[config.mk]
export PLATFORM = sky130hd
export DESIGN_NAME = drive_command_framer_crc16_unit
export DESIGN_NICKNAME = d
export VERILOG_FILES = /design/src/hdl/dcf_pkg.sv /design/src/hdl/dcf_front.sv /design/src/hdl/dcf_queue.sv /design/src/hdl/dcf_back.sv /design/src/hdl/drive_command_framer_crc16_unit.sv
export VERILOG_INCLUDE_DIRS = /design/src /design/src/hdl
export SDC_FILE = /design/constraint.sdc
export NUM_CORES = 1
export LEC_CHECK = 0
export BUFFER_PORTS_ARGS = -buffer_cell sky130_fd_sc_hd__clkbuf_2
export CAP_MARGIN = 30
export CORE_AREA = 3 3 242 244
export DETAILED_ROUTE_END_ITERATION = 10
export DIE_AREA = 0 0 245 247
export MAX_ROUTING_LAYER = met4
export PLACE_DENSITY = 0.48
export SYNTH_ARGS = -nofsm -noshare
export SYNTH_HDL_FRONTEND = slang
export SYNTH_HIERARCHICAL = 1
export SYNTH_SLANG_ARGS = --single-unit
[constraint.sdc]
create_clock -name clk_i -period 7.6 [get_ports clk_i]
set_clock_uncertainty 0.15 [all_clocks]
set_input_delay 0.76 -clock clk_i [delete_from_list [all_inputs] [get_ports clk_i]]
set_output_delay 0.76 -clock clk_i [all_outputs]
set_load 0.05 [all_outputs]
[src/hdl/drive_command_framer_crc16_unit_macros.svh]
// Assertion macros shared by the drive command framer modules.
`ifndef DRIVE_COMMAND_FRAMER_CRC16_UNIT_MACROS_SVH
`define DRIVE_COMMAND_FRAMER_CRC16_UNIT_MACROS_SVH

// A condition that must hold at every clock edge outside reset.
`define DCF_ASSERT(label, cond, msg) \
  label: assert property (@(posedge clk_i) disable iff (!rst_ni) (cond)) else $error(msg);

// An antecedent that implies a consequent in the same cycle.
`define DCF_ASSERT_IMPL(label, ante, cons, msg) \
  label: assert property (@(posedge clk_i) disable iff (!rst_ni) (ante) |-> (cons)) \
    else $error(msg);

// An antecedent that implies a consequent in the next cycle.
`define DCF_ASSERT_NEXT(label, ante, cons, msg) \
  label: assert property (@(posedge clk_i) disable iff (!rst_ni) (ante) |=> (cons)) \
    else $error(msg);

`endif

[src/hdl/dcf_pkg.sv]
// Types, constants and the CRC step function of the drive command framer.
package dcf_pkg;

  localparam int GAIN_W     = 10;
  localparam int RAW_W      = 16;
  localparam int GAIN_RESET = 256;
  localparam int LIMIT      = 1000;
  localparam int WEAKEN_MIN = 800;
  localparam int PULSE_OFF  = 3000;
  localparam int QDEPTH     = 2;
  localparam int QPTR_W     = $clog2(QDEPTH);
  localparam int QCNT_W     = $clog2(QDEPTH + 1);

  localparam logic [15:0] CRC_POLY = 16'h1021;
  localparam logic [7:0]  SOF_CHAR = 8'h2F;
  localparam logic [7:0]  EOL_CHAR = 8'h0A;

  typedef struct packed {
    logic [RAW_W-1:0] speed_raw;
    logic [RAW_W-1:0] steer_raw;
    logic             upper_lamp_primary;
    logic             lower_lamp_primary;
    logic             switch_out_primary;
    logic             upper_lamp_secondary;
    logic             lower_lamp_secondary;
    logic             switch_out_secondary;
  } cmd_t;

  typedef struct packed {
    logic [7:0] frame_byte;
    logic       last_byte;
  } frame_out_t;

  // Classified command as it waits for the byte sequencer.
  typedef struct packed {
    logic [15:0] speed;
    logic [15:0] steer;
    logic [7:0]  flags;
  } entry_t;

  typedef struct packed {
    logic full;
    logic empty;
  } q_status_t;

  typedef enum logic [3:0] {
    B_SOF,
    B_SPD_HI,
    B_SPD_LO,
    B_STR_HI,
    B_STR_LO,
    B_FLAGS,
    B_CRC_HI,
    B_CRC_LO,
    B_EOL
  } byte_idx_e;

  // One byte of CRC-16/XMODEM, most significant bit first.
  function automatic logic [15:0] crc16_byte(input logic [15:0] crc_in,
                                             input logic [7:0] data);
    logic [15:0] c;
    c = crc_in ^ {data, 8'h00};
    for (int b = 0; b < 8; b++) begin
      if (c[15]) begin
        c = {c[14:0], 1'b0} ^ CRC_POLY;
      end else begin
        c = {c[14:0], 1'b0};
      end
    end
    return c;
  endfunction

endpackage

[src/hdl/dcf_front.sv]
// Front end: takes commands, scales and saturates speed and steer, builds flags.
module dcf_front import dcf_pkg::*; (
  input  logic              clk_i,
  input  logic              rst_ni,
  input  logic              cfg_valid_i,
  input  logic [GAIN_W-1:0] cfg_data_i,
  input  logic              in_valid_i,
  input  cmd_t              in_data_i,
  output logic              in_stall_o,
  output logic              push_o,
  output entry_t            entry_o,
  input  q_status_t         q_status_i
);
`include "drive_command_framer_crc16_unit_macros.svh"

  logic [GAIN_W-1:0] gain_q;
  logic              s1_valid_q, s1_valid_d;
  logic signed [28:0] prod_q;
  logic [15:0]       steer_q;
  logic [5:0]        lamps_q;

  logic signed [17:0] spd_d, str_d;
  logic signed [28:0] prod_adj;
  logic signed [20:0] spd_div;
  logic signed [15:0] speed_sat, steer_sat;
  logic               accept;

  always_ff @(posedge clk_i or negedge rst_ni) begin
    if (!rst_ni) begin
      gain_q <= GAIN_W'(GAIN_RESET);
    end else if (cfg_valid_i) begin
      gain_q <= cfg_data_i;
    end
  end

  assign in_stall_o = s1_valid_q && q_status_i.full;
  assign push_o     = s1_valid_q && !q_status_i.full;
  assign accept     = in_valid_i && !in_stall_o;

  // Pulse to signed offset value: 2*raw - 3000.
  assign spd_d = $signed({1'b0, in_data_i.speed_raw, 1'b0}) - 18'sd3000;
  assign str_d = $signed({1'b0, in_data_i.steer_raw, 1'b0}) - 18'sd3000;

  always_comb begin
    if (str_d > 18'(LIMIT)) begin
      steer_sat = 16'(LIMIT);
    end else if (str_d < -18'sd1000) begin
      steer_sat = -16'sd1000;
    end else begin
      steer_sat = str_d[15:0];
    end
  end

  always_comb begin
    s1_valid_d = s1_valid_q;
    if (accept) begin
      s1_valid_d = 1'b1;
    end else if (push_o) begin
      s1_valid_d = 1'b0;
    end
  end

  always_ff @(posedge clk_i or negedge rst_ni) begin
    if (!rst_ni) begin
      s1_valid_q <= 1'b0;
    end else begin
      s1_valid_q <= s1_valid_d;
    end
  end

  // Both factors are widened to the product width before the multiply.
  always_ff @(posedge clk_i) begin
    if (accept) begin
      prod_q  <= 29'(spd_d) * 29'($signed({1'b0, gain_q}));
      steer_q <= steer_sat;
      lamps_q <= {in_data_i.switch_out_secondary, in_data_i.lower_lamp_secondary,
                  in_data_i.upper_lamp_secondary, in_data_i.switch_out_primary,
                  in_data_i.lower_lamp_primary, in_data_i.upper_lamp_primary};
    end
  end

  // Divide by 256 rounding toward zero, then clamp.
  assign prod_adj = prod_q + (prod_q[28] ? 29'sd255 : 29'sd0);
  assign spd_div  = prod_adj[28:8];

  always_comb begin
    if (spd_div > 21'(LIMIT)) begin
      speed_sat = 16'(LIMIT);
    end else if (spd_div < -21'sd1000) begin
      speed_sat = -16'sd1000;
    end else begin
      speed_sat = spd_div[15:0];
    end
  end

  assign entry_o.speed = speed_sat;
  assign entry_o.steer = steer_q;
  assign entry_o.flags = {(speed_sat > 16'(WEAKEN_MIN)), speed_sat[15], lamps_q};

  `DCF_ASSERT_IMPL(a_stall_needs_item, in_stall_o, s1_valid_q, "front stalls with no item held")

endmodule

[src/hdl/dcf_queue.sv]
// Short queue of classified commands between front end and byte sequencer.
module dcf_queue import dcf_pkg::*; (
  input  logic      clk_i,
  input  logic      rst_ni,
  input  logic      push_i,
  input  entry_t    entry_i,
  input  logic      pop_i,
  output entry_t    head_o,
  output q_status_t status_o
);
`include "drive_command_framer_crc16_unit_macros.svh"

  entry_t            slots_q [QDEPTH];
  logic [QPTR_W-1:0] wr_ptr_q, rd_ptr_q;
  logic [QCNT_W-1:0] cnt_q;

  assign status_o.full  = (cnt_q == QCNT_W'(QDEPTH));
  assign status_o.empty = (cnt_q == '0);
  assign head_o         = slots_q[rd_ptr_q];

  always_ff @(posedge clk_i or negedge rst_ni) begin
    if (!rst_ni) begin
      wr_ptr_q <= '0;
      rd_ptr_q <= '0;
      cnt_q    <= '0;
    end else begin
      if (push_i) begin
        wr_ptr_q <= (wr_ptr_q == QPTR_W'(QDEPTH - 1)) ? '0 : wr_ptr_q + 1'b1;
      end
      if (pop_i) begin
        rd_ptr_q <= (rd_ptr_q == QPTR_W'(QDEPTH - 1)) ? '0 : rd_ptr_q + 1'b1;
      end
      if (push_i && !pop_i) begin
        cnt_q <= cnt_q + 1'b1;
      end else if (pop_i && !push_i) begin
        cnt_q <= cnt_q - 1'b1;
      end
    end
  end

  always_ff @(posedge clk_i) begin
    if (push_i) begin
      slots_q[wr_ptr_q] <= entry_i;
    end
  end

  `DCF_ASSERT_IMPL(a_no_pop_empty, pop_i, !status_o.empty, "pop from empty queue")
  `DCF_ASSERT(a_cnt_bound, cnt_q <= QCNT_W'(QDEPTH), "queue count beyond depth")

endmodule

[src/hdl/dcf_back.sv]
// Byte sequencer: emits the nine frame bytes and accumulates the CRC.
module dcf_back import dcf_pkg::*; (
  input  logic       clk_i,
  input  logic       rst_ni,
  input  entry_t     head_i,
  input  q_status_t  q_status_i,
  output logic       pop_o,
  output logic       out_valid_o,
  output frame_out_t out_data_o,
  input  logic       out_stall_i
);
`include "drive_command_framer_crc16_unit_macros.svh"

  byte_idx_e  state_q, state_d;
  entry_t     hold_q;
  logic [15:0] crc_q, crc_d;
  frame_out_t out_q;
  logic       out_valid_q;
  logic       can_send, send;
  logic [7:0] byte_sel;
  logic       last_sel;

  assign can_send = !out_valid_q || !out_stall_i;
  assign send     = can_send && ((state_q != B_SOF) || !q_status_i.empty);
  assign pop_o    = send && (state_q == B_SOF);

  always_comb begin
    state_d = state_q;
    if (send) begin
      unique case (state_q)
        B_SOF:    state_d = B_SPD_HI;
        B_SPD_HI: state_d = B_SPD_LO;
        B_SPD_LO: state_d = B_STR_HI;
        B_STR_HI: state_d = B_STR_LO;
        B_STR_LO: state_d = B_FLAGS;
        B_FLAGS:  state_d = B_CRC_HI;
        B_CRC_HI: state_d = B_CRC_LO;
        B_CRC_LO: state_d = B_EOL;
        B_EOL:    state_d = B_SOF;
        default:  state_d = B_SOF;
      endcase
    end
  end

  always_comb begin
    last_sel = 1'b0;
    unique case (state_q)
      B_SOF:    byte_sel = SOF_CHAR;
      B_SPD_HI: byte_sel = hold_q.speed[15:8];
      B_SPD_LO: byte_sel = hold_q.speed[7:0];
      B_STR_HI: byte_sel = hold_q.steer[15:8];
      B_STR_LO: byte_sel = hold_q.steer[7:0];
      B_FLAGS:  byte_sel = hold_q.flags;
      B_CRC_HI: byte_sel = crc_q[15:8];
      B_CRC_LO: byte_sel = crc_q[7:0];
      B_EOL: begin
        byte_sel = EOL_CHAR;
        last_sel = 1'b1;
      end
      default:  byte_sel = SOF_CHAR;
    endcase
  end

  always_comb begin
    crc_d = crc_q;
    if (send) begin
      unique case (state_q)
        B_SOF:                                      crc_d = crc16_byte(16'h0000, SOF_CHAR);
        B_SPD_HI, B_SPD_LO, B_STR_HI, B_STR_LO, B_FLAGS: crc_d = crc16_byte(crc_q, byte_sel);
        default:                                    crc_d = crc_q;
      endcase
    end
  end

  always_ff @(posedge clk_i or negedge rst_ni) begin
    if (!rst_ni) begin
      state_q     <= B_SOF;
      out_valid_q <= 1'b0;
    end else begin
      state_q <= state_d;
      if (send) begin
        out_valid_q <= 1'b1;
      end else if (!out_stall_i) begin
        out_valid_q <= 1'b0;
      end
    end
  end

  always_ff @(posedge clk_i) begin
    crc_q <= crc_d;
    if (pop_o) begin
      hold_q <= head_i;
    end
    if (send) begin
      out_q.frame_byte <= byte_sel;
      out_q.last_byte  <= last_sel;
    end
  end

  assign out_valid_o = out_valid_q;
  assign out_data_o  = out_q;

  `DCF_ASSERT_IMPL(a_last_is_eol, out_valid_q && out_q.last_byte,
                   out_q.frame_byte == EOL_CHAR, "last beat is not the newline")
  `DCF_ASSERT_NEXT(a_eol_wraps, send && (state_q == B_EOL),
                   state_q == B_SOF && out_q.last_byte, "frame did not close after newline")

endmodule

[src/hdl/drive_command_framer_crc16_unit.sv]
// Top level of the drive command framer: front end, queue and byte sequencer.
//
// Usage: each beat on the input channel (in_valid_i / in_stall_o, payload in_data_i)
// is one drive command. The block answers with nine beats on the output channel
// (out_valid_o / out_stall_i, payload out_data_o): '/', speed high and low, steer
// high and low, the flag byte, CRC-16/XMODEM high and low, and a newline that
// carries last_byte. Speed is (2*raw-3000) times the gain, divided by 256 toward
// zero and clamped to +-1000; steer is 2*raw-3000 clamped to +-1000.
// The gain register is written through cfg_valid_i / cfg_data_i; cfg_ready_o is
// always high, and writes belong in idle periods.
// A command passes through the front register and a queue slot, and its frame
// bytes then leave one at a time through the output register, which is the
// single output byte lane that limits how fast frames can go out.
// The front end keeps taking commands while a frame is going out, until the
// two-entry queue and its own register are full; then in_stall_o rises.
// When the receiver raises out_stall_i, the output beat holds and the sequencer
// pauses; commands back up into the queue and then stall the input.
// Reset clears the queue, the sequencer and the output valid, and sets the gain
// to 256 (unity).
module drive_command_framer_crc16_unit import dcf_pkg::*; (
  input  logic              clk_i,
  input  logic              rst_ni,
  input  logic              cfg_valid_i,
  output logic              cfg_ready_o,
  input  logic [GAIN_W-1:0] cfg_data_i,
  input  logic              in_valid_i,
  output logic              in_stall_o,
  input  cmd_t              in_data_i,
  output logic              out_valid_o,
  input  logic              out_stall_i,
  output frame_out_t        out_data_o
);

  logic      push, pop;
  entry_t    entry, head;
  q_status_t q_status;

  // The register takes a write in any cycle.
  assign cfg_ready_o = 1'b1;

  dcf_front u_front (
    .clk_i      (clk_i),
    .rst_ni     (rst_ni),
    .cfg_valid_i(cfg_valid_i),
    .cfg_data_i (cfg_data_i),
    .in_valid_i (in_valid_i),
    .in_data_i  (in_data_i),
    .in_stall_o (in_stall_o),
    .push_o     (push),
    .entry_o    (entry),
    .q_status_i (q_status)
  );

  dcf_queue u_queue (
    .clk_i   (clk_i),
    .rst_ni  (rst_ni),
    .push_i  (push),
    .entry_i (entry),
    .pop_i   (pop),
    .head_o  (head),
    .status_o(q_status)
  );

  dcf_back u_back (
    .clk_i      (clk_i),
    .rst_ni     (rst_ni),
    .head_i     (head),
    .q_status_i (q_status),
    .pop_o      (pop),
    .out_valid_o(out_valid_o),
    .out_data_o (out_data_o),
    .out_stall_i(out_stall_i)
  );

endmodule

; Yosys cells after proc, flatten, opt, wreduce, memory -nomap -nowiden
; Memories as Yosys holds them, arrays and structs flattened. A register that Yosys moved wholly into a read port is not among the register bits.
; Index checks and enable logic that the tools add are counted.
[totals]
ram_bits = 80
n_memories = 2
mem_bits_ro = 64
regBits = 92
[mem_list]
columns = name, depth, word_bits, read_ports, rd_ports_with_merged_regs, wr, line
row1 = u_queue.slots_q, 2, 40, 1, 1, 1, dcf_queue.sv:13  ; entry_t slots_q [QDEPTH];
row2 = (name not given), 16, 4, 1, 1, 0, dcf_back.sv:30  ; unique case (state_q)
[classes]
add_sub_neg = 7
n_eq_ne = 10
muxes = 39
n_reduce_logical = 26
multipliers = 1
order_cmp = 5
bitwise = 9
[op_table]
columns = cell, n
row1 = 16-bit 2-to-1 mux, 17
row2 = 13-bit 2-to-1 mux, 8
row3 = 8-bit one-hot mux with 8 select lines, 1
row4 = 17-bit by 12-bit subtractor with 18-bit output (second input constant), 2
row5 = 16-bit one-hot mux with 2 select lines, 1
row6 = 29-bit adder, 1
row7 = 18-bit by 11-bit multiplier with 29-bit output, 1
row8 = 3-bit inverter, 8
row9 = 21-bit by 11-bit > comparator with 1-bit output (second input constant), 1
row10 = 21-bit by 11-bit < comparator with 1-bit output (second input constant), 1
row11 = 18-bit by 11-bit > comparator with 1-bit output (second input constant), 1
row12 = 18-bit by 11-bit < comparator with 1-bit output (second input constant), 1
row13 = 4-bit by 3-bit equality test with 1-bit output (second input constant), 4
row14 = 16-bit by 11-bit > comparator with 1-bit output (second input constant), 1
row15 = 16-bit bitwise XOR, 1
row16 = 1-bit 2-to-1 mux, 9
row17 = 4-bit by 2-bit equality test with 1-bit output (second input constant), 2
row18 = 1-bit logical NOT, 8
row19 = 8-bit 2-to-1 mux, 1
row20 = 1-bit logical AND, 7
row21 = 2-bit nonzero test, 3
row22 = 5-bit OR reduction, 1
row23 = 4-bit by 1-bit equality test with 1-bit output (second input constant), 1
row24 = 4-bit equality test (second input constant), 1
row25 = other kinds (12), 15

; Logic depth before layout (Yosys ltp)
[logic_depth]
ltp_word = 34
depth_mapped = 27
depth_no_buf = 27

; Cells and area by module
; The synthesis kept the hierarchy.
[by_module_without_submodules]
columns = mod, n_inst, cells_each, area_each_um2
row1 = dcf_front, 1, 1038, 9795.6
row2 = dcf_back, 1, 248, 3289.4
row3 = dcf_queue, 1, 141, 3276.9
row4 = drive_command_framer_crc16_unit, 1, 2, 11.3

; Worst setup path before layout
; Ideal clock, no wire load.
[synth_path]
path_kind = in2reg
start = input port in_data_i[24] in the netlist's numbering
end = register u_front.prod_q[28], data pin
required_ns = 7.190
n_path_buf = 0
setup_ns = 0.260
setup_slack_ns = 0.587
arrival_ns = 6.603
cell_stages = 24
path_cell_list = ha_1 -> a21oi_1 -> nor2_1 -> a21oi_1 -> o21bai_1 -> nor3_1 -> nand2_1 -> fa_1 -> inv_1 -> fa_1 -> fa_1 -> fa_1 -> inv_1 -> fa_1 -> inv_1 -> ha_1 -> a21o_1 -> a21oi_1 -> nor3b_1 -> nand4_1 -> a31oi_1 -> o31ai_1 -> a21oi_1 -> xnor2_1
[synth_via]
elab_chain_cells = 2
[synth_lines]
columns = item, line
row1 = start: declaration, drive_command_framer_crc16_unit.sv:28  ; input cmd_t in_data_i,
row2 = 17-bit by 12-bit subtractor with 18-bit output, dcf_front.sv:41  ; assign spd_d = $signed({1'b0, in_data_i.speed_raw, 1'b0}) - 18'sd3000;
row3 = 18-bit by 11-bit multiplier with 29-bit output, dcf_front.sv:74  ; prod_q <= 29'(spd_d) * 29'($signed({1'b0, gain_q}));
row4 = end signal: assignment, dcf_front.sv:74
row5 = end: declaration, dcf_front.sv:18  ; logic signed [28:0] prod_q;
; Every way passes these cells.
; A chain may end at the register's enable or synchronous reset.

; Worst setup path after layout
[layout_path]
start = input port in_data_i[26] in the netlist's numbering
end = register u_front.prod_q[25], data pin
; The elaborated chain is that of the path after synthesis.

==> run_results.csv <==
group,metric,value,unit
outcome,status,"completed",
grt,gr-usage-all-layers,12.09,%
final_layout,regArea,0.006329,mm²
timing,fin_crit_sh,89.11,%
timing,period_needed,6772,ps
timing,setup_violations,0,
critical_path,critPathArrivalTime,6900,ps
logic_synthesis,yosysWarnings,6,
critical_path,cp_data_required_time,7730,ps
place,placed_area,0.01755,mm²
final_layout,layout.nets,1784,
detailed_routing,drc,0,
critical_path,r2r_slack,1290,ps
timing,max-slew-margin-rel,41.39,%
clock_tree,numClockSinks,214,
place,place.gp.congestion,0.8314,
logic_synthesis,ys_ff_latch,214,
clock_tree,ctsResizeCount,0,
logic_synthesis,netlist_instances,1429,
die,rows,87,
place,io_buffer_count,63,
die,die_w,245,µm
final_layout,post-route-util,32.73,%
detailed_routing,vias,10270,
grt,antenna_found_initial,0,
timing,final_max_slew_viol_count,0,
detailed_routing,drt-pass1-iter-count,5,
detailed_routing,final_antenna_net_count,0,
final_layout,drive_gt1_share,14.26,%
critical_path,crit_type,"input pin to register",
detailed_routing,dr.first_iter.drc_count,486,
die,dieArea,0.06052,mm²
place,dp.cells,2226,
grt,grt_pass1_wl,57.90,mm
place,pre_cts_ws,189.0,ps
clock_tree,postCtsSetupRepairBufs,0,
clock_tree,ctsHtreeMaxLevel,1,
final_layout,layout_common_cells,"inv_1, edfxtp_1, fa_1",
critical_path,worstPathMaxFanout,5,
grt,grt_overflow,0,
clock_tree,postCtsHoldBufs,0,
critical_path,r2r_cells,18,
critical_path,end_kind,"register",
final_layout,final_cells,2278,
pwr,power_leakage,7.609,nW
clock_tree,cts_tree,"done",
pwr,p_per_area,474.6,mW/mm²
timing,max_freq,147.7,MHz
die,io_pins,65,
clock_tree,path_clk_slew,60,ps
timing,final_hold_viol_count,0,
final_layout,multi_input_area,0.008941,mm²
pwr,ir_drop,0.0003278,V
die,die_h,247,µm
clock_tree,clockBufferDepth,3,
clock_tree,clock-root-buffer,"clkbuf_16",
grt,grt_pass1_vias,10960,
detailed_routing,wirelength,34.46,mm
logic_synthesis,synth_fp_nets,1713,
final_layout,nFillCells,5724,
timing,hold-worst-slack,119.7,ps
clock_tree,cts_made_buffers,28,
logic_synthesis,syn_area_per_cell,11.46,µm²
timing,rsz0062_at_grt,"false",
detailed_routing,wl_per_cell,15.13,µm
final_layout,final_area,0.01849,mm²
logic_synthesis,ys.flop_type,"edfxtp_1",
clock_tree,clkLatencyLatePin,570,ps
logic_synthesis,synth.distinct_cells,89,
job,max-cap-violations,0,
place,detailed_place_hpwl,25.88,mm
die,start_util,28.98,%
logic_synthesis,synth_area,0.01637,mm²
final_layout,diodes,0,
critical_path,cp-endpoint,"u_front/prod_q[25]",
critical_path,r2r-end,"u_front/prod_q[25]",
grt,grt_max_degree,44,
final_layout,mostFrequentLayoutCell,"inv_1",
hold_path,hold_class,"input pin to asynchronous set/reset pin",
logic_synthesis,synth-seq-area-share,38.64,%
logic_synthesis,synth-async-reset-ratio,9.346,%
critical_path,reg2reg_from,"u_front/gain_q[7]",
die,coreArea,0.05650,mm²
timing,fin_tns_setup,0,ps
timing,layout_setup_ws,827.7,ps
critical_path,startpoint,"in_data_i[26]",
timing,worst_pin_slew,879.1,ps
detailed_routing,post_drt_via_cell_ratio,4.508,
pwr,fin_total_pwr,8.776,mW
logic_synthesis,synth_edf_count,194,
critical_path,worstSetupStartpointType,"input pin",
final_layout,area_growth,12.94,%
[cell usage after synthesis, drive strengths merged (22+ instances only)]
cell	number	share of area (%)
xor2	27	1.4
nand2	121	2.8
buf	22	1.2
fa	153	19
a21oi	38	1.2
nor2b	31	1.2
clkbuf	22	0.50
xnor2	40	2.2
nor2	53	1.3
nor3	26	0.83
edfxtp	194	36
inv	225	5.2
o21ai	35	1.1
mux2	53	4.5
and2	87	3.3
ha	78	6.0
[worst max-delay path, stage by stage]
cell	delay (ps)
clkbuf_2	100
and3_1	180
o21ai_0	290
nor2_1	130
nor2_1	120
nor2_1	80
xnor2_1	390
nand2_1	140
fa_1	500
fa_1	510
inv_1	50
fa_1	460
fa_1	550
inv_1	60
fa_1	530
inv_1	40
ha_1	310
nand4_1	110
nor2_1	210
o211ai_1	140
a21oi_1	290
o2111ai_1	200
a311oi_2	360
mux2i_1	240
o2111ai_1	140
[registers in the layout, indices dropped and copies added (netlist names)]
name / flops
u_queue/rd_ptr_q: 1
u_queue/slots_q: 80
u_front/prod_q: 28
u_back/out_valid_o: 1
u_front/gain_q: 10
u_front/s1_valid_q: 1
u_queue/wr_ptr_q: 1
u_front/steer_q: 15
u_back/hold_q: 40
u_back/crc_q: 16
u_back/state_q: 4
u_back/out_data_o: 9
u_front/lamps_q: 6
u_queue/cnt_q: 2
[power breakdown]
group | switching, mW | internal, mW
Clock | 0.529 | 0.788
Sequential | 0.231 | 1.99
Combinational | 3.03 | 2.21
Total | 3.79 | 4.99
[routing by layer]
metal  wire [µm]  track usage [%]  up-vias
li1            -                -     4961
met1       16010            15.48     5091
met2       16440            20.32      161
met3        1126            1.670       57
met4         882            3.005        0
met5           0                -        -
[area by class of cell]
type,count,share of cell area (%)
multi-input combinational,946,48.35
timing repair buffer,85,2.666
clock buffer,32,3.870
clock inverter,20,1.204
inverter,225,4.567
tap,756,5.115
sequential,214,34.22
[logic make-up after synthesis]
kind of cell    count (synthesis)  share of synthesized area [%]
flops                         214                          38.64
mux                            59                          4.906
compound gates                180                          7.948
fa+ha+maj                     231                          24.67
xor+xnor                       69                          3.905
simple gates                  405                          12.99
other cells                     2                        0.04587
buf+inv                       269                          6.893
[worst min-delay path by stage]
stage,startpoint,slack [ps],to,cells after the start
floorplan,u_front/lamps_q[0],270,u_queue/slots_q[0][0],0
global placement,u_front/steer_q[10],270,u_queue/slots_q[0][18],0
detailed placement,u_front/steer_q[5],280,u_queue/slots_q[0][13],0
CTS,rst_ni,120,u_front/gain_q[3],1
global route,rst_ni,150,u_back/state_q[2],1
finish,rst_ni,120,u_back/state_q[3],1
Power figures use the tool's default switching activity.
